--- src/sv/rof2d_pkg.sv ---
package rof2d_pkg;
    localparam int MaxWidth   = 256;
    localparam int MaxHeight  = 256;
    localparam int MaxWindow  = 7;
    localparam int CoordW     = $clog2(MaxWidth);
    localparam int RowW       = $clog2(MaxHeight);
    localparam int AddrW      = CoordW + RowW;
    localparam int PosW       = 17;
    localparam int RankCntW   = $clog2(MaxWindow * MaxWindow + 1);
    localparam int QueueDepth = 2;

    typedef enum logic [1:0] {
        REG_WIDTH  = 2'd0,
        REG_HEIGHT = 2'd1,
        REG_WINDOW = 2'd2,
        REG_MODE   = 2'd3
    } t_reg_idx;

    typedef enum logic [1:0] {
        MODE_MIN = 2'd0,
        MODE_MED = 2'd1,
        MODE_MAX = 2'd2
    } t_mode;

    typedef enum logic {
        OP_LOAD = 1'b0,
        OP_EMIT = 1'b1
    } t_op;

    typedef enum logic [2:0] {
        ST_IDLE,
        ST_DIV,
        ST_COUNT,
        ST_DONE
    } t_state;

    // One word handed from the front to the back, kept in arrival order.
    typedef struct packed {
        t_op              op;
        logic [AddrW-1:0] pos;
        logic [7:0]       pixel;
        logic             last;
        logic             err;
    } t_job;
endpackage

--- src/sv/rof2d_front.sv ---
module rof2d_front (
    input  logic            i_clk,
    input  logic            i_rst_n,
    input  logic            i_valid,
    output logic            o_ready,
    input  logic            i_operation,
    input  logic [7:0]      i_pixel_in,
    input  logic [8:0]      i_width,
    input  logic [8:0]      i_height,
    input  logic [2:0]      i_window,
    output logic            o_job_valid,
    input  logic            i_job_ready,
    output rof2d_pkg::t_job o_job
);
    import rof2d_pkg::*;

    logic [PosW-1:0] r_ld_pos, r_em_pos;
    logic [8:0]      w_eff, h_eff;
    logic [PosW-1:0] total, ld_pos, em_pos, ld_next, em_next;
    logic            is_emit, take;

    // Sizes outside 1..256 are clamped; zero acts as one.
    assign w_eff = (i_width == 9'd0) ? 9'd1 :
                   (i_width > 9'(MaxWidth)) ? 9'(MaxWidth) : i_width;
    assign h_eff = (i_height == 9'd0) ? 9'd1 :
                   (i_height > 9'(MaxHeight)) ? 9'(MaxHeight) : i_height;
    assign total = {8'd0, w_eff} * {8'd0, h_eff};

    // A position left beyond the frame after a size change restarts at zero.
    assign ld_pos  = (r_ld_pos < total) ? r_ld_pos : '0;
    assign em_pos  = (r_em_pos < total) ? r_em_pos : '0;
    assign ld_next = ld_pos + PosW'(1);
    assign em_next = em_pos + PosW'(1);

    assign is_emit = (t_op'(i_operation) == OP_EMIT);
    assign take    = i_valid && i_job_ready;

    assign o_ready     = i_job_ready;
    assign o_job_valid = i_valid;
    assign o_job.op    = t_op'(i_operation);
    assign o_job.pos   = is_emit ? em_pos[AddrW-1:0] : ld_pos[AddrW-1:0];
    assign o_job.pixel = i_pixel_in;
    assign o_job.last  = (em_next >= total);
    assign o_job.err   = !i_window[0];

    always_ff @(posedge i_clk) begin
        if (!i_rst_n) begin
            r_ld_pos <= '0;
            r_em_pos <= '0;
        end else if (take) begin
            if (is_emit) begin
                r_em_pos <= (em_next >= total) ? '0 : em_next;
            end else begin
                r_ld_pos <= (ld_next >= total) ? '0 : ld_next;
            end
        end
    end
endmodule

--- config.mk ---
export PLATFORM = sky130hd
export DESIGN_NAME = rof2d_front
export DESIGN_NICKNAME = d
export VERILOG_FILES = /design/src/sv/rof2d_pkg.sv /design/src/sv/rof2d_front.sv
export SDC_FILE = /design/constraint.sdc
export NUM_CORES = 1
export LEC_CHECK = 0
export ABC_AREA = 1
export BUFFER_PORTS_ARGS = -buffer_cell sky130_fd_sc_hd__buf_2
export CORE_MARGIN = 2
export CORE_UTILIZATION = 50
export DETAILED_ROUTE_END_ITERATION = 6
export GPL_TIMING_DRIVEN = 0
export PLACE_DENSITY = 0.71
export SYNTH_ARGS = -nofsm -noshare
export SYNTH_HDL_FRONTEND = slang
export SYNTH_SLANG_ARGS = --single-unit
--- constraint.sdc ---
create_clock -name i_clk -period 7.1 [get_ports i_clk]
set_clock_uncertainty 0.05 [all_clocks]
set_input_delay 0 -clock i_clk [delete_from_list [all_inputs] [get_ports i_clk]]
set_output_delay 0 -clock i_clk [all_outputs]
set_load 0.05 [all_outputs]
# --- Word-level counts from Yosys, hierarchy flattened ---
# Index checks and enable logic that the tools add are counted.
# W data, S select, Z words.
word_totals:
  out_inout_bits: 29
  reg_bits: 34
  word_cells: 27
  input_bits: 34
classes:
  n_bitwise: 1
  n_addsub: 2
  multipliers: 1
  n_mux: 9
  n_reduce_logical: 6
  order_cmp: 6
op_table:
  columns: ["cell", "count"]
  rows:
  - ["$mux W17", 4]
  - ["$mux W9", 4]
  - ["$add A17 B1 Y17 const B", 2]
  - ["$ge A17 B17 Y1", 2]
  - ["$lt A17 B17 Y1", 2]
  - ["$gt A9 B9 Y1 const B", 2]
  - ["$logic_not A9 Y1", 2]
  - ["$mul A9 B9 Y17", 1]
  - ["$mux W16", 1]
  - ["$reduce_and A2 Y1", 2]
  - ["$logic_and A1 B1 Y1", 1]
  - ["$logic_not A1 Y1", 1]
  - ["$not A1 Y1", 1]

# --- Depth between registers and ports, before layout ---
logic_depth:
  word_depth: 9
  ltp_mapped: 63
  mapped_depth_nobuf: 62

# --- Worst setup path after synthesis ---
# No wires, ideal clock.
synth_timing:
  path_kind: "input to output"
  from: "in i_width[8]"
  to: "out o_job[1] in the netlist's numbering"
  arrival_time_ns: 7.861
  slack_ns: -0.811
  stages: 52
  cell_sequence: "inv_1 clkbuf_1 nor2_1 inv_1 nand2_1 inv_1 nand2_1 fa_1 fa_1 inv_1 fa_1 inv_1 fa_1 inv_1 ha_1 nand2_1 inv_1 nand2_1 (+16 left out) nor2_4 nand2_1 xor2_1 inv_1 ha_1 nand2_1 nor4_1 nand4_1 nand2_1 a31oi_1 o21ai_0 a21oi_1 nand2_1 nand2_1 nand2_1 nand2_4 buf_8 nand2_1"
synth_rtl:
  columns: ["item", "line", "rtl"]
  rows:
  - ["start: declaration", "rof2d_front.sv:8", "input logic [8:0] i_width,"]
  - ["end: declaration", "rof2d_front.sv:13", "output rof2d_pkg::t_job o_job"]

# --- Final worst setup path ---
layout_timing:
  from: "in i_width[2]"
  to: "reg r_ld_pos[8]"
layout_via:
  elab_chain_cells: 9
layout_rtl:
  columns: ["item", "line", "rtl"]
  rows:
  - ["$gt A9 B9 Y1", "rof2d_front.sv:24", "(i_width > 9'(MaxWidth)) ? 9'(MaxWidth) : i_width;"]
  - ["$mux W9", "rof2d_front.sv:24", null]
  - ["$mux W9 (*)", "rof2d_front.sv:23", "assign w_eff = (i_width == 9'd0) ? 9'd1 :"]
  - ["$mul A9 B9 Y17 (*)", "rof2d_front.sv:27", "assign total = {8'd0, w_eff} * {8'd0, h_eff};"]
  - ["$lt A17 B17 Y1", "rof2d_front.sv:30", "assign ld_pos = (r_ld_pos < total) ? r_ld_pos : '0;"]
  - ["$mux W17", "rof2d_front.sv:30", null]
  - ["$add A17 B1 Y17", "rof2d_front.sv:32", "assign ld_next = ld_pos + PosW'(1);"]
  - ["$ge A17 B17 Y1", "rof2d_front.sv:54", "r_ld_pos <= (ld_next >= total) ? '0 : ld_next;"]
  - ["$mux W17 (*)", "rof2d_front.sv:54", null]
  - ["end signal: assignment", "rof2d_front.sv:54", null]
  - ["end: declaration", "rof2d_front.sv:17", "logic [PosW-1:0] r_ld_pos, r_em_pos;"]
# Mark *: on every way between the ends. The rest lies on a longest branch, timed or not.
# A chain may end at the register's enable or synchronous reset.

==> results.cfg <==
[power_and_ir_drop]
power.net_switching_mw = 0.5102
power.leakage_nw = 4.807
ir_drop_v = 0.00009173
p_per_area_nw_per_um2 = 112.2
p_total_mw = 1.126
p_int_mw = 0.6157
p_comb_share_pct = 63.6
p_seq_share_pct = 17.1
p_clk_share_pct = 19.3
swShare_pct = 45.32

[sta]
period_minus_slack_ps = 8054
worstMarginPinSlew_ps = 857.0
timing.fmax_ghz = 0.1242
fin_ws_ps = -953.6
finalSetupViolations = 35
rsz0062_at_grt = yes
final_hold_viol_count = 0
slew_headroom_pct = 42.87
min_period_over_period_pct = 113.4
hold_ws_ps = 37.82
maxSlewViolCount = 0

[synthesis]
yosys_warnings = 0
synth.avg_cell_area_um2 = 6.427
yosys-top-cells-area = ha_1, fa_1, nand2_1
synth_cell_types = 39
syn_inst = 1134
async_reset_ff_share_pct = 0
syn_nets = 1307
ys.flop_type = dfxtp_1
synth-seq-cells = 34
synth_edf_count = 0
syn_area_um2 = 7288
synth_top_area_cell = ha_1
synth_top_area_share_pct = 15.45
ys_seq_area_share_pct = 9.339

[worst_setup_path]
cp.required_ps = 7260
startpoint_type = primary input
cpMaxStageDelayCell = fa_1
startpoint = i_width[2]
critPathKind = primary input to flop
r2r-end = r_ld_pos[8]
cp.arrival_ps = 8210
worstPathMaxFanout = 5
reg2reg_slack_ps = 2280
crit_path_max_incr_delay_ps = 500
r2r-start = r_ld_pos[2]
end_kind = flop
rr_worst_depth = 37
crit_end = r_ld_pos[8]

[floorplan]
die_h_um = 124.7
core_um2 = 14370
ios = 63
die_width_um = 124.7
start_util_pct = 50.72
num_rows = 44
dieArea_um2 = 15560

[cells_and_area]
synthToLayoutAreaGrowth_pct = 37.67
layout-drive-gt1-share_pct = 35.23
design_area_um2 = 10030
final_common_cell = nand2_1
final_nets = 1456
mostFrequentLayoutCells = nand2_1, inv_1, nor2_1
antenna_cells = 0

[global_route]
grt_overflow = 0
track_usage_pct = 29.29
grt_max_degree = 11
grt_first_pass_wirelength_um = 36660
antenna_found_initial = 0
grt_pass1_vias = 7354

[route]
drcViolationCount = 0
ant_nets = 0
dr.first_iter.drc_count = 645
drt_wl_total_um = 24860
viasPerCell = 5.507
wire_per_inst_um = 16.94
vias = 8079
drt_first_pass_iters = 5

[worst_hold_path]
worstHoldPathType = primary input to flop
hold_depth = 3

[place]
port_buffers = 52
hpwl_um = 17150
dpl_worst_slack_ps = -1817
finalWeightedCongestion = 0.9528
placedInstanceArea_um2 = 8077

[status]
violations = setup timing
status = complete, but fails checks

[clock_tree]
cts_hold_buf = 0
clockRootBuffer = clkbuf_16
cts_buffer_depth = 2
clk_pin_slew_ps = 60
clk_latency_ps = 290
tritoncts_num_sinks = 34
cts-buffers-inserted = 5
h-tree-depth = 2
cts_tree = yes

[run]
drv_cap = 0
## how the worst min path moves through the flow
stage / startpoint / endpoint / slack, ps
after floorplan: i_operation / o_job[26] / 120
after global placement: i_window[0] / o_job[0] / 240
after detailed placement: i_window[0] / o_job[0] / 250
after CTS: i_rst_n / r_ld_pos[13] / 30
after global routing: i_rst_n / r_ld_pos[12] / 60
final: i_rst_n / r_ld_pos[12] / 40
## power groups by stage
stage | Combinational, mW | Sequential [mW] | Clock, mW
finish | 0.716 | 0.193 | 0.217
global route | 0.769 | 0.193 | 0.226
CTS | 0.631 | 0.192 | 0.219
detailed placement | 0.471 | 0.197 | 0
global placement | 0.462 | 0.197 | 0
floorplan | 0.354 | 0.196 | 0
## layout make-up
cell class              instances  area [um^2]
multi-input cells             847         6794
fillers                      1135         4335
repair buffers                142         1109
inverters                     222        855.8
flip-flops and latches         34        680.7
plain buffers                  31        231.5
well taps                     184        230.2
clock buffers                   7        132.6
## through the flow
step	TNS (ps)	utilization (%)	cells
6_report	-27430	69.83	1467
5_1_grt	-41720	69.83	1467
4_1_cts	-20120	64.41	1440
3_5_place_dp	-58900	56.21	1370
3_3_place_gp	-57020	56.21	1370
2_1_floorplan	-2965	-	1134
## logic make-up (layout without fill, tap and decap cells)
family,after synthesis,in the layout,synth area share (%)
flops,34,34,9.339
buf+inv,253,402,14.15
fa+ha+maj,139,139,28.91
simple gates,576,576,36.19
xor+xnor,25,25,3.004
compound gates,107,107,8.412
## cell usage after synthesis (2+ instances only)
| cell type | number |
|---|---|
| o21bai_1 | 2 |
| ha_1 | 90 |
| nor2_4 | 8 |
| nand4_2 | 3 |
| a21oi_1 | 52 |
| nor2_2 | 14 |
| nand3_1 | 80 |
| nand2_2 | 11 |
| nand4_1 | 12 |
| o21ai_0 | 32 |
| a21o_1 | 2 |
| nand2_1 | 261 |
| or2_2 | 2 |
| nand3b_1 | 3 |
| inv_1 | 216 |
| nor3_1 | 8 |
| a21oi_2 | 11 |
| clkbuf_1 | 13 |
| xor2_1 | 21 |
| dfxtp_1 | 34 |
| buf_4 | 12 |
| buf_6 | 3 |
| buf_2 | 2 |
| nand2_4 | 7 |
| a211oi_1 | 2 |
| a31oi_1 | 3 |
| fa_1 | 49 |
| xnor2_1 | 4 |
| inv_2 | 5 |
| nor2_1 | 147 |
| nand3_2 | 15 |
| nor3_2 | 3 |
## routing by layer
layer | wire length (um) | part of all wire (%) | global-route usage [%]
met5 | 0 | 0 | 0
met4 | 903 | 3.6 | 8.592
met3 | 1896 | 7.6 | 4.296
met2 | 11660 | 47 | 48.22
met1 | 10400 | 42 | 39.94
## worst max-delay path: cells and delay by family
family	cells	cell delay, ps
buffers and inverters	13	1240
adders and majority gates	8	2810
AOI/OAI and AO/OA	7	1080
xor gates and xnor gates	2	450
and+or+nand+nor	28	2640
## sequential cells by signal, indices dropped and copies added (netlist names)
register,flops
r_ld_pos,17
r_em_pos,17
## what timing repair did
| item | 4_1_cts | 5_1_grt |
|---|---|---|
| pin swaps | 70 | 87 |
| gates resized for setup | 120 | 137 |
| endpoints found under the setup margin | 35 | 35 |
| hold endpoints to repair | 0 | 0 |
| setup buffers | 62 | 27 |
| cloned | 2 | 0 |
(Power assumes the default switching activity.)
