===== src/sv/rof2d_pkg.sv =====
package rof2d_pkg;
    localparam int MaxWidth   = 256;
    localparam int MaxHeight  = 256;
    localparam int MaxWindow  = 7;
    localparam int CoordW     = $clog2(MaxWidth);
    localparam int RowW       = $clog2(MaxHeight);
    localparam int AddrW      = CoordW + RowW;
    localparam int PosW       = 17;
    localparam int RankCntW   = $clog2(MaxWindow * MaxWindow + 1);
    localparam int QueueDepth = 2;

    typedef enum logic [1:0] {
        REG_WIDTH  = 2'd0,
        REG_HEIGHT = 2'd1,
        REG_WINDOW = 2'd2,
        REG_MODE   = 2'd3
    } t_reg_idx;

    typedef enum logic [1:0] {
        MODE_MIN = 2'd0,
        MODE_MED = 2'd1,
        MODE_MAX = 2'd2
    } t_mode;

    typedef enum logic {
        OP_LOAD = 1'b0,
        OP_EMIT = 1'b1
    } t_op;

    typedef enum logic [2:0] {
        ST_IDLE,
        ST_DIV,
        ST_COUNT,
        ST_DONE
    } t_state;

    // One word handed from the front to the back, kept in arrival order.
    typedef struct packed {
        t_op              op;
        logic [AddrW-1:0] pos;
        logic [7:0]       pixel;
        logic             last;
        logic             err;
    } t_job;
endpackage


===== src/sv/rof2d_queue.sv =====
module rof2d_queue (
    input  logic            i_clk,
    input  logic            i_rst_n,
    input  logic            i_valid,
    output logic            o_ready,
    input  rof2d_pkg::t_job i_job,
    output logic            o_valid,
    input  logic            i_ready,
    output rof2d_pkg::t_job o_job
);
    import rof2d_pkg::*;

    t_job r_mem [QueueDepth];
    logic r_wp, r_rp;
    logic [1:0] r_cnt;
    logic push, pop;

    assign o_ready = (r_cnt != 2'(QueueDepth));
    assign o_valid = (r_cnt != 2'd0);
    assign o_job   = r_mem[r_rp];
    assign push    = i_valid && o_ready;
    assign pop     = o_valid && i_ready;

    always_ff @(posedge i_clk) begin
        if (push) r_mem[r_wp] <= i_job;
    end

    always_ff @(posedge i_clk) begin
        if (!i_rst_n) begin
            r_wp  <= 1'b0;
            r_rp  <= 1'b0;
            r_cnt <= '0;
        end else begin
            if (push) r_wp <= ~r_wp;
            if (pop)  r_rp <= ~r_rp;
            r_cnt <= r_cnt + 2'(push) - 2'(pop);
        end
    end
endmodule


===== config.mk =====
export PLATFORM = sky130hd
export DESIGN_NAME = rof2d_queue
export DESIGN_NICKNAME = d
export VERILOG_FILES = /design/src/sv/rof2d_pkg.sv /design/src/sv/rof2d_queue.sv
export SDC_FILE = /design/constraint.sdc
export NUM_CORES = 1
export LEC_CHECK = 0
export BUFFER_PORTS_ARGS = -buffer_cell sky130_fd_sc_hd__buf_2
export CORE_AREA = 3 3 76 78
export CTS_BUF_LIST = sky130_fd_sc_hd__clkbuf_8
export DETAILED_ROUTE_END_ITERATION = 7
export DIE_AREA = 0 0 79 81
export PLACE_DENSITY = 0.67
export SYNTH_ARGS = -nofsm -noshare
export SYNTH_HDL_FRONTEND = slang
export SYNTH_SLANG_ARGS = --single-unit

===== constraint.sdc =====
create_clock -name i_clk -period 2 [get_ports i_clk]
set_clock_uncertainty 0.05 [all_clocks]
set_input_delay 0.2 -clock i_clk [delete_from_list [all_inputs] [get_ports i_clk]]
set_output_delay 0.2 -clock i_clk [all_outputs]
set_load 0.02 [all_outputs]

# Word level (Yosys, flattened, before mapping)
# Memories as Yosys holds them, arrays and structs flattened. A register that Yosys moved wholly into a read port is not among the register bits.
# Index checks and enable logic that the tools add are counted.
[word_totals]
word_cells = 16
memories = 1
mem_bits_rw = 54
reg_bits = 4
output_inout_bits = 29
[mem_list]
columns = ["memory", "words", "word_bits", "rd", "rd_clocked_by_memory_dff", "wr", "line", "source"]
rows = [
  ["r_mem", 2, 27, 1, 1, 1, "rof2d_queue.sv:13", "t_job r_mem [QueueDepth];"],
]
[classes]
addsub = 2
reduce_logical = 3
n_bitwise = 2
eq_ne = 1
mux = 4
[op_table]
columns = ["cell", "n"]
rows = [
  ["$mux 1", 4],
  ["$add 2x1->2", 1],
  ["$logic_and 1x1->1", 2],
  ["$ne 2x2->1 const B", 1],
  ["$not 1->1", 2],
  ["$reduce_bool 2->1", 1],
  ["$sub 2x1->2", 1],
]

# Longest topological paths before layout
# Gate-level depths: netlist of the first run.
[logic_depth]
ltp_word = 4
depth_mapped = 8
ltp_nobuf = 8

# Worst setup path after synthesis of the first run
# OpenSTA, ideal clock, no wires.
[synth_timing]
path_type = "flip-flop to flip-flop"
start = "register r_cnt[0]"
end = "memory r_mem[0][0] (netlist bit) (enable)"
required_time_ns = 1.539
setup_slack_ns = -0.366
arrival_time_ns = 1.905
stages_incl_launch_ff = 4
synth_period_minus_slack_ns = 2.366
path_cell_list = "dfxtp_1 > nand2b_1 > nand2_1 > nor2_1"
[synth_between]
elab_chain_cells = 4
[synth_lines]
columns = ["element", "line", "source"]
rows = [
  ["from (decl)", "rof2d_queue.sv:15", "logic [1:0] r_cnt;"],
  ["from (signal assigned)", "rof2d_queue.sv:36", "r_cnt <= r_cnt + 2'(push) - 2'(pop);"],
  ["$ne 2x2->1", "rof2d_queue.sv:18", "assign o_ready = (r_cnt != 2'(QueueDepth));"],
  ["named net o_ready", "rof2d_queue.sv:5", "output logic o_ready,"],
  ["$logic_and 1x1->1", "rof2d_queue.sv:21", "assign push = i_valid && o_ready;"],
  ["$mux 1", "rof2d_queue.sv:25", "if (push) r_mem[r_wp] <= i_job;"],
  ["$mux 1 (not written as such)", "rof2d_queue.sv:25", ""],
  ["to (decl)", "rof2d_queue.sv:13", ""],
]
# The timed path passes the listed nets, and every way through them passes these cells.

# Worst setup path in the final report of the first run
[layout_timing]
start = "register r_cnt[0]"
end = "register r_cnt[1]"
[layout_between]
elab_chain_cells = 4
word_cells_on_any_way = 6
cone_classes = "2 x add/sub; 1 x eq/ne; 3 x reduce/logical"
[layout_lines]
columns = ["element", "line"]
rows = [
  ["$ne 2x2->1", "rof2d_queue.sv:18"],
  ["$logic_and 1x1->1", "rof2d_queue.sv:21"],
  ["$add 2x1->2", "rof2d_queue.sv:36"],
  ["$sub 2x1->2 *", "rof2d_queue.sv:36"],
]
# Every way passes the cells marked *; elsewhere a longest branch is shown, timed or not.
# A chain may end at the register's enable or synchronous reset.

==> results of run 1 <==
[state kept, by name, summed over array words and instances (netlist names), named ones only]
| register | flops |
|---|---|
| r_rp | 1 |
| r_cnt | 2 |
| r_wp | 1 |
| r_mem | 54 |
[layout make-up]
type                       instances  area [um^2]  share of cell area, %
clock buffer                       9        123.9                  4.256
clock inverter                     7        28.78                 0.9888
inverter                           1        3.754                 0.1290
multi-input combinational         45        513.0                  17.63
sequential                        59         1723                  59.20
tap                               70        87.58                  3.009
timing repair buffer              72        430.4                  14.79
[routing by layer]
layer	share of wire (%)	routed length, um	vias up
li1	-	-	571
met1	40	1492	591
met2	53	1971	37
met3	5.6	208	8
met4	1.8	69	0
met5	0	0	-
[path summary, 6_finish.rpt]
check                               start           end  slack, ps  depth (start not counted)
worst max register to register   r_cnt[0]      r_cnt[1]        230                          8
worst min-delay path            i_job[24]  r_mem[0][24]         20                          1
worst max-delay path             r_cnt[0]      r_cnt[1]        230                          8
worst min register to register       r_wp          r_wp        470                          2
[logic make-up after synthesis]
| group | count (synthesis) |
|---|---|
| AO/OA/AOI/OAI | 1 |
| XOR/XNOR | 3 |
| adder cells (fa/ha/maj) | 2 |
| buffers and inverters | 4 |
| flip-flops | 59 |
| multiplexers | 28 |
| AND/OR/NAND/NOR | 11 |
[stage by stage]
step	cell area (um^2)	util, %	power, mW	hold slack (ps)
global route	2910	56.62	3.737	1.162
CTS	2890	56.23	3.611	0.9770
finish	2910	56.62	3.554	23.48
global placement	2658	51.70	2.716	339.8
detailed placement	2658	51.70	2.756	342.4
floorplan	2290	-	2.479	248.9
[worst max-delay path, cell delays in order, from the launching register on]
cell and delay (ps):
dfxtp_1 370, nand2b_1 170, nand2_1 130, ha_1 310, inv_1 40, ha_1 190
xnor2_1 140, xnor2_1 130, and2_1 150
[cells in the mapped netlist]
cell type / n
inv_1: 1
mux2_4: 20
xnor2_1: 3
nor2_1: 1
o21a_2: 1
mux2i_1: 1
buf_12: 2
nand2_1: 2
mux2_2: 7
nand2b_1: 2
nor2b_1: 2
ha_1: 2
dfxtp_1: 5
buf_6: 1
edfxtp_1: 54
and3_1: 1
and2_1: 2
or2_2: 1
[what timing repair did]
item | in CTS | in global routing
endpoints found under the setup margin | 0 | 0
hold endpoints to repair | 15 | 3
hold buffers | 8 | 2
buffers inserted | 0 | 0
[where the power goes]
group | switching (mW) | leakage [nW] | internal, mW | total [mW]
Combinational | 0.590 | 0.527 | 0.514 | 1.10
Sequential | 0.0637 | 0.546 | 1.56 | 1.62
Clock | 0.408 | 0.0916 | 0.422 | 0.830
==> impl_metrics.py, run 1 <==
metrics = {
    "outcome": {
        "outcome": "completed",
    },
    "yosys": {
        "synthMuxAreaShare_pct": 17.01,
        "synth.avg_cell_area_um2": 21.18,
        "synth.area.top_cells": "edfxtp_1 71%, mux2_4 13%, dfxtp_1 4.4%, mux2_2 3.4%, buf_12 1.8%",
        "synthesis.area_mm2": 0.002287,
        "synth_top_area_share_pct": 70.90,
        "yosys.area_share.xor_xnor_pct": 1.149,
        "synthCells": 108,
        "yosys.area_share.simple_pct": 2.681,
        "seq_area_frac_synth_pct": 75.27,
        "synth_fp_nets": 141,
        "yosys_warnings": 0,
        "synthAdderAreaFrac_pct": 1.094,
        "synth_top_family_by_area": "multiplexers",
        "synth.distinct_cells": 18,
        "synth_compound_area_share_pct": 0.3829,
        "synth_top_area_cell": "edfxtp_1",
        "synth-seq-cells": 59,
    },
    "sta": {
        "slew_headroom_pct": 75.30,
        "setup_tns_ps": 0,
        "setup_ws_ps": 229.7,
        "setup_violations": 0,
        "period_minus_slack_ps": 1770,
        "fin_crit_sh_pct": 88.51,
        "timing.fmax_mhz": 564.9,
        "hold_viol": 0,
        "grt_setup_unrepaired": "false",
        "worstMarginPinSlew_ps": 370.5,
        "slew_viol_final": 0,
    },
    "final_layout": {
        "nFillCells": 425,
        "syn2layout_area_growth_pct": 27.24,
        "final_cell_mix": "59 x buf_2, 54 x edfxtp_1, 20 x mux2_4",
        "nets": 221,
        "drive_gt1_share_pct": 53.89,
        "final_common_cell": "buf_2",
        "stdcell_count": 263,
        "diodes": 0,
    },
    "clock_network": {
        "cts_buffer_depth": 2,
        "h-tree-depth": 3,
        "post_cts_resized": 0,
        "clk_latency_ps": 320,
        "numCtsBuffers": 9,
        "root_buffer": "clkbuf_8",
        "cts.sinks": 59,
        "tritoncts": "yes",
        "clk_pin_slew_ps": 60,
    },
    "critical_path": {
        "critPathRequiredTime_ps": 2170,
        "end_kind": "register",
        "critical_path_class": "reg -> reg",
        "arrival_ps": 1940,
        "crit_fanout": 4,
        "critical_path.startpoint_type": "register",
    },
    "worst_hold_path": {
        "hold_path_class": "in -> reg",
    },
    "global_routing": {
        "grt_use_total_pct": 12.88,
        "antenna_found_initial": 0,
        "grt_use_met3_pct": 4.545,
        "busiest_layer": "met2",
        "grt_pass1_vias": 1283,
        "grt_max_degree": 28,
        "overflow": 0,
        "use_met2_pct": 20.54,
        "use_met1_pct": 14.82,
        "grt_first_pass_wirelength_um": 5989,
    },
    "placed_design": {
        "port_buffers": 59,
        "dp_hpwl_um": 2470,
        "dp_worst_setup_slack_ps": 238.0,
        "dp_cells": 237,
        "globalplace.congestion": 0.7032,
    },
    "drt": {
        "drt_wl_total_um": 3741,
        "drt-initial-drc-count": 32,
        "route.detailed.drc": 0,
        "dr.pass1.iters": 4,
        "wire_per_inst_um": 14.22,
        "vias_per_cell": 4.589,
        "postRouteAntennaNets": 0,
        "route.vias.total": 1207,
    },
    "floorplan": {
        "pin_count": 60,
        "die_x_um": 79,
        "core_area_mm2": 0.005140,
        "die_y_um": 81,
        "initial_core_util_pct": 44.50,
        "dieArea_mm2": 0.006399,
        "rows": 26,
    },
    "power_and_ir_drop": {
        "leakagePower_nw": 1.165,
        "p_per_area_mw_per_mm2": 1221,
        "ir_worst_vdd_v": 0.0007084,
    },
    "job": {
        "drv_cap": 0,
    },
}
Note: power is estimated with default switching activity, not from simulation.
==> run 2: changes to the inputs <==
Settings changed: GPL_TIMING_DRIVEN from default to 0, HOLD_SLACK_MARGIN from default to 0.08, REMOVE_ABC_BUFFERS from default to 1.
==> impl_metrics.py, run 2 (synthesis gave the netlist of run 1 again) <==
metrics = {
    "outcome": {
        "outcome": "completed",
    },
    "sta": {
        "setup_tns_ps": 0,
        "grt_setup_unrepaired": "false",
        "period_minus_slack_ps": 1798,
        "timing.fmax_mhz": 556.1,
        "hold_viol": 0,
        "slew_viol_final": 0,
        "setup_violations": 0,
        "worstMarginPinSlew_ps": 646.0,
        "slew_headroom_pct": 56.93,
        "fin_crit_sh_pct": 89.91,
    },
    "power_and_ir_drop": {
        "p_per_area_mw_per_mm2": 1301,
        "intPower_mw": 3.026,
        "total_power_mw": 4.138,
        "ir_worst_vdd_v": 0.0007244,
        "power.share.combinational_pct": 24.8,
        "switching_share_pct": 26.87,
        "switchingPower_mw": 1.112,
        "leakagePower_nw": 1.260,
        "p_clk_share_pct": 34.0,
        "pwr-share-seq_pct": 41.3,
    },
    "global_routing": {
        "antenna_found_initial": 0,
        "use_met1_pct": 14.14,
        "grt_use_met3_pct": 5.876,
        "grt_use_total_pct": 13.23,
        "grt_first_pass_wirelength_um": 6161,
        "busiest_layer": "met2",
        "overflow": 0,
        "grt_pass1_vias": 1338,
        "use_met2_pct": 22.81,
        "grt_max_degree": 28,
    },
    "critical_path": {
        "arrival_ps": 1970,
        "cp_slowest_cell": "dfxtp_1",
        "crit_fanout": 4,
        "worstReg2RegEnd": "r_cnt[1]",
        "r2r_slack_ps": 200,
        "r2r-start": "r_cnt[0]",
        "max_stage_delay_ps": 380,
        "critical_path.startpoint_type": "register",
        "end_kind": "register",
        "worst-r2r-cell-count": 8,
        "critical_path_class": "reg -> reg",
        "path_cells": "nand2b_1 -> nand2_1 -> ha_1 -> inv_1 -> ha_1 -> xnor2_1 -> xnor2_1 -> and2_1",
        "critPathRequiredTime_ps": 2170,
    },
    "final_layout": {
        "diodes": 0,
        "drive_gt1_share_pct": 51.92,
        "final_cell_mix": "59 x buf_2, 54 x edfxtp_1, 27 x dlygate4sd3_1",
        "largest_reg_flops": 54,
        "syn2layout_area_growth_pct": 39.06,
        "regMostFlops": "r_mem",
        "final_common_cell": "buf_2",
        "reg_top3": "r_mem (54), r_cnt (2)",
        "nets": 236,
        "nFillCells": 403,
    },
    "floorplan": {
        "core_area_mm2": 0.005140,
        "initial_core_util_pct": 44.50,
        "rows": 26,
        "die_y_um": 81,
        "dieArea_mm2": 0.006399,
        "pin_count": 60,
        "die_x_um": 79,
    },
    "clock_network": {
        "numCtsBuffers": 9,
        "tritoncts": "yes",
        "clk_pin_slew_ps": 70,
        "cts_buffer_depth": 2,
        "cts.sinks": 59,
        "clk_latency_ps": 320,
        "post-cts-setup-buffers": 0,
        "h-tree-depth": 3,
        "root_buffer": "clkbuf_8",
    },
    "drt": {
        "wire_per_inst_um": 13.72,
        "dr.pass1.iters": 4,
        "route.detailed.drc": 0,
        "postRouteAntennaNets": 0,
        "route.vias.total": 1234,
        "vias_per_cell": 4.439,
        "drt-initial-drc-count": 75,
        "drt_wl_total_um": 3813,
    },
    "placed_design": {
        "dp_hpwl_um": 2365,
        "port_buffers": 59,
        "globalplace.congestion": 0.6091,
    },
    "worst_hold_path": {
        "hp-start": "i_rst_n",
        "min_to": "r_cnt[1]",
        "hold_path_class": "in -> reg",
        "hold_path_depth": 2,
    },
    "job": {
        "drv_cap": 0,
    },
}
==> run 2: cell types whose count changed in the layout (fill, tap and decap cells not counted), sizes merged <==
| cell | change |
|---|---|
| dlygate4sd3 | +17 |
| bufinv | +4 |
| clkinv | -3 |
| inv | -3 |
| buf | -2 |
| clkinvlp | +2 |
==> run 2: power groups by stage <==
stage          sequential (mW)  clock [mW]  combinational, mW
3_5_place_dp              1.74           0              0.999
6_report                  1.71        1.41               1.02
3_3_place_gp              1.73           0              0.972
4_1_cts                   1.72        1.44               1.04
5_1_grt                   1.74        1.50               1.10
2_1_floorplan             1.69           0              0.721
==> run 2: worst max-delay path by stage <==
stage                    to      from  cells after the start  slack (ps)
2_1_floorplan   r_mem[0][0]  r_cnt[0]                      3        -370
6_report           r_cnt[1]  r_cnt[0]                      8         200
3_5_place_dp   r_mem[1][10]  r_cnt[0]                      2         -70
3_3_place_gp    r_mem[0][5]  r_cnt[0]                      3        -820
5_1_grt            r_cnt[1]  r_cnt[0]                      8          60
4_1_cts            o_job[4]  register                      2         170
==> run 2: layout make-up <==
cell class | count | area [um^2] | area share, %
inverter | 1 | 3.754 | 0.1180
timing repair buffer | 87 | 580.6 | 18.25
sequential | 59 | 1725 | 54.25
clock inverter | 7 | 140.1 | 4.406
multi-input combinational | 45 | 519.2 | 16.33
clock buffer | 9 | 123.9 | 3.895
tap | 70 | 87.58 | 2.754
==> run 2: what timing repair did <==
action,in CTS,in global routing
hold endpoints to repair,54,0
resized for setup,3,0
hold buffers,27,0
endpoints found under the setup margin,66,0
==> run 2: metal layers <==
metal  vias up  wire length, um
met5         -                0
met1       589             1545
met4         0               18
met3         2              232
met2        43             2017
li1        600                -
==> run 2: critical path, delay by kind of cell, from the launching register on <==
kind,cells,cell delay [ps]
adders and majority gates,2,490
and+or+nand+nor,3,470
DFF,1,380
xor gates and xnor gates,2,260
buffers and inverters,1,40
==> run 2: metrics by stage <==
stage | setup slack (ps) | utilization [%] | hold WS, ps | std cells | area, um^2
floorplan | -366.1 | - | 248.9 | 105 | 2236
global placement | -815.2 | 50.95 | 337.7 | 234 | 2619
detailed placement | -71.33 | 51.31 | 340.7 | 235 | 2638
CTS | 165.4 | 61.88 | 80.08 | 278 | 3181
global route | 58.46 | 61.88 | 90.63 | 278 | 3181
finish | 201.7 | 61.88 | 99.03 | 278 | 3181
==> run 3: changes to the inputs <==
Settings changed: CORE_AREA 3 3 76 78 to 3 3 80 82, DIE_AREA 0 0 79 81 to 0 0 83 85, PLACE_DENSITY 0.67 to 0.61, RECOVER_POWER from default to 50.
==> impl_metrics.py, run 3 (synthesis gave the netlist of run 1 again) <==
metrics = {
    "final_layout": {
        "nFillCells": 505,
        "final_common_cell": "edfxtp_1",
        "reg_top3": "r_mem (54), r_cnt (2)",
        "nets": 236,
        "syn2layout_area_growth_pct": 37.31,
        "final_cell_mix": "54 x edfxtp_1, 41 x buf_2, 27 x dlygate4sd3_1",
        "final_util_pct": 54.00,
        "final_area_mm2": 0.003141,
        "drive_gt1_share_pct": 42.79,
        "regMostFlops": "r_mem",
        "diodes": 0,
        "largest_reg_flops": 54,
    },
    "drt": {
        "drt-initial-drc-count": 44,
        "drt_wl_total_um": 3820,
        "wire_per_inst_um": 13.50,
        "route.detailed.drc": 0,
        "route.vias.total": 1257,
        "dr.pass1.iters": 4,
        "vias_per_cell": 4.442,
        "postRouteAntennaNets": 0,
    },
    "global_routing": {
        "overflow": 0,
        "grt_max_degree": 28,
        "grt_pass1_vias": 1391,
        "antenna_found_initial": 0,
        "grt_first_pass_wirelength_um": 6499,
        "grt_use_total_pct": 12.12,
    },
    "critical_path": {
        "critPathRequiredTime_ps": 1980,
        "arrival_ps": 1800,
        "critical_path_class": "reg -> reg",
        "worst-r2r-cell-count": 4,
        "worstReg2RegEnd": "r_mem[0][16]",
        "r2r-start": "r_cnt[0]",
        "r2r_slack_ps": 180,
        "critical_path.startpoint_type": "register",
        "end_kind": "register",
        "crit_fanout": 17,
    },
    "clock_network": {
        "numCtsBuffers": 9,
        "h-tree-depth": 3,
        "root_buffer": "clkbuf_8",
        "clk_pin_slew_ps": 60,
        "tritoncts": "yes",
        "post-cts-setup-buffers": 0,
        "cts.sinks": 59,
        "clk_latency_ps": 320,
        "cts_buffer_depth": 2,
    },
    "floorplan": {
        "die_y_um": 85,
        "core_area_mm2": 0.005816,
        "die_x_um": 83,
        "initial_core_util_pct": 39.33,
        "dieArea_mm2": 0.007055,
        "pin_count": 60,
        "rows": 28,
    },
    "sta": {
        "fin_crit_sh_pct": 91.00,
        "slew_headroom_pct": 52.50,
        "worstMarginPinSlew_ps": 711.7,
        "setup_violations": 0,
        "slew_viol_final": 0,
        "grt_setup_unrepaired": "false",
        "hold_viol": 0,
        "setup_ws_ps": 179.9,
        "timing.fmax_mhz": 549.4,
        "setup_tns_ps": 0,
        "period_minus_slack_ps": 1820,
    },
    "worst_hold_path": {
        "hold_path_class": "in -> reg",
        "hold_path_depth": 2,
        "hp-start": "i_rst_n",
    },
    "job": {
        "drv_cap": 0,
    },
    "power_and_ir_drop": {
        "intPower_mw": 2.893,
        "leakagePower_nw": 1.213,
        "switchingPower_mw": 1.079,
        "switching_share_pct": 27.17,
        "power.share.combinational_pct": 26.0,
        "p_per_area_mw_per_mm2": 1265,
        "p_clk_share_pct": 31.1,
        "total_power_mw": 3.972,
        "ir_worst_vdd_v": 0.0007094,
        "pwr-share-seq_pct": 42.9,
    },
    "placed_design": {
        "port_buffers": 59,
        "dp_worst_setup_slack_ps": -114.3,
        "post_dp_cell_area_mm2": 0.002656,
        "globalplace.congestion": 0.6811,
        "dp_hpwl_um": 2487,
    },
    "outcome": {
        "outcome": "completed",
    },
}
## run 3: worst max path at each step
stage          startpoint            to
6_report         r_cnt[0]  r_mem[0][16]
3_3_place_gp     r_cnt[0]   r_mem[0][0]
4_1_cts          r_cnt[0]   r_mem[0][1]
2_1_floorplan    r_cnt[0]   r_mem[0][0]
5_1_grt          r_cnt[0]   r_mem[0][2]
3_5_place_dp     r_cnt[0]  r_mem[1][12]
## run 3: final cells by class
type / count / area [um^2] / share of cell area (%)
sequential: 59 / 1725 / 54.94
multi-input combinational: 45 / 514.2 / 16.37
inverter: 1 / 3.754 / 0.1195
clock inverter: 7 / 107.6 / 3.426
clock buffer: 9 / 123.9 / 3.944
tap: 75 / 93.84 / 2.988
timing repair buffer: 87 / 571.8 / 18.21
## run 3: metal layers
metal / up-vias / global-route usage (%) / wire (um)
met2: 45 / 20.63 / 1940
met1: 596 / 13.28 / 1538
met3: 12 / 3.689 / 227
met4: 0 / 7.578 / 113
li1: 604 / - / -
met5: - / 0 / 0
## run 3: timing repair
action,in CTS,in global routing
hold endpoints to repair,54,0
gates resized for setup,2,0
endpoints found under the setup margin,54,0
hold buffers,27,0
## run 3: power groups by stage
| stage | Clock, mW | Combinational [mW] | Sequential, mW |
|---|---|---|---|
| after floorplan | 0 | 0.721 | 1.69 |
| after global placement | 0 | 0.975 | 1.73 |
| after detailed placement | 0 | 1.02 | 1.74 |
| after CTS | 1.27 | 1.06 | 1.71 |
| after global routing | 1.34 | 1.11 | 1.73 |
| final | 1.24 | 1.03 | 1.70 |
## run 3: through the flow
| stage | hold slack [ps] | instances |
|---|---|---|
| after floorplan | 248.9 | 105 |
| after global placement | 337.3 | 239 |
| after detailed placement | 341.5 | 240 |
| after CTS | 99.42 | 283 |
| after global routing | 118.9 | 283 |
| final | 122.3 | 283 |
## run 3: critical path, cell delays in order, from the launching register on
cell and delay [ps]:
dfxtp_1 370, nand2b_1 160, nand2_1 130, nor2_2 570, buf_16 230
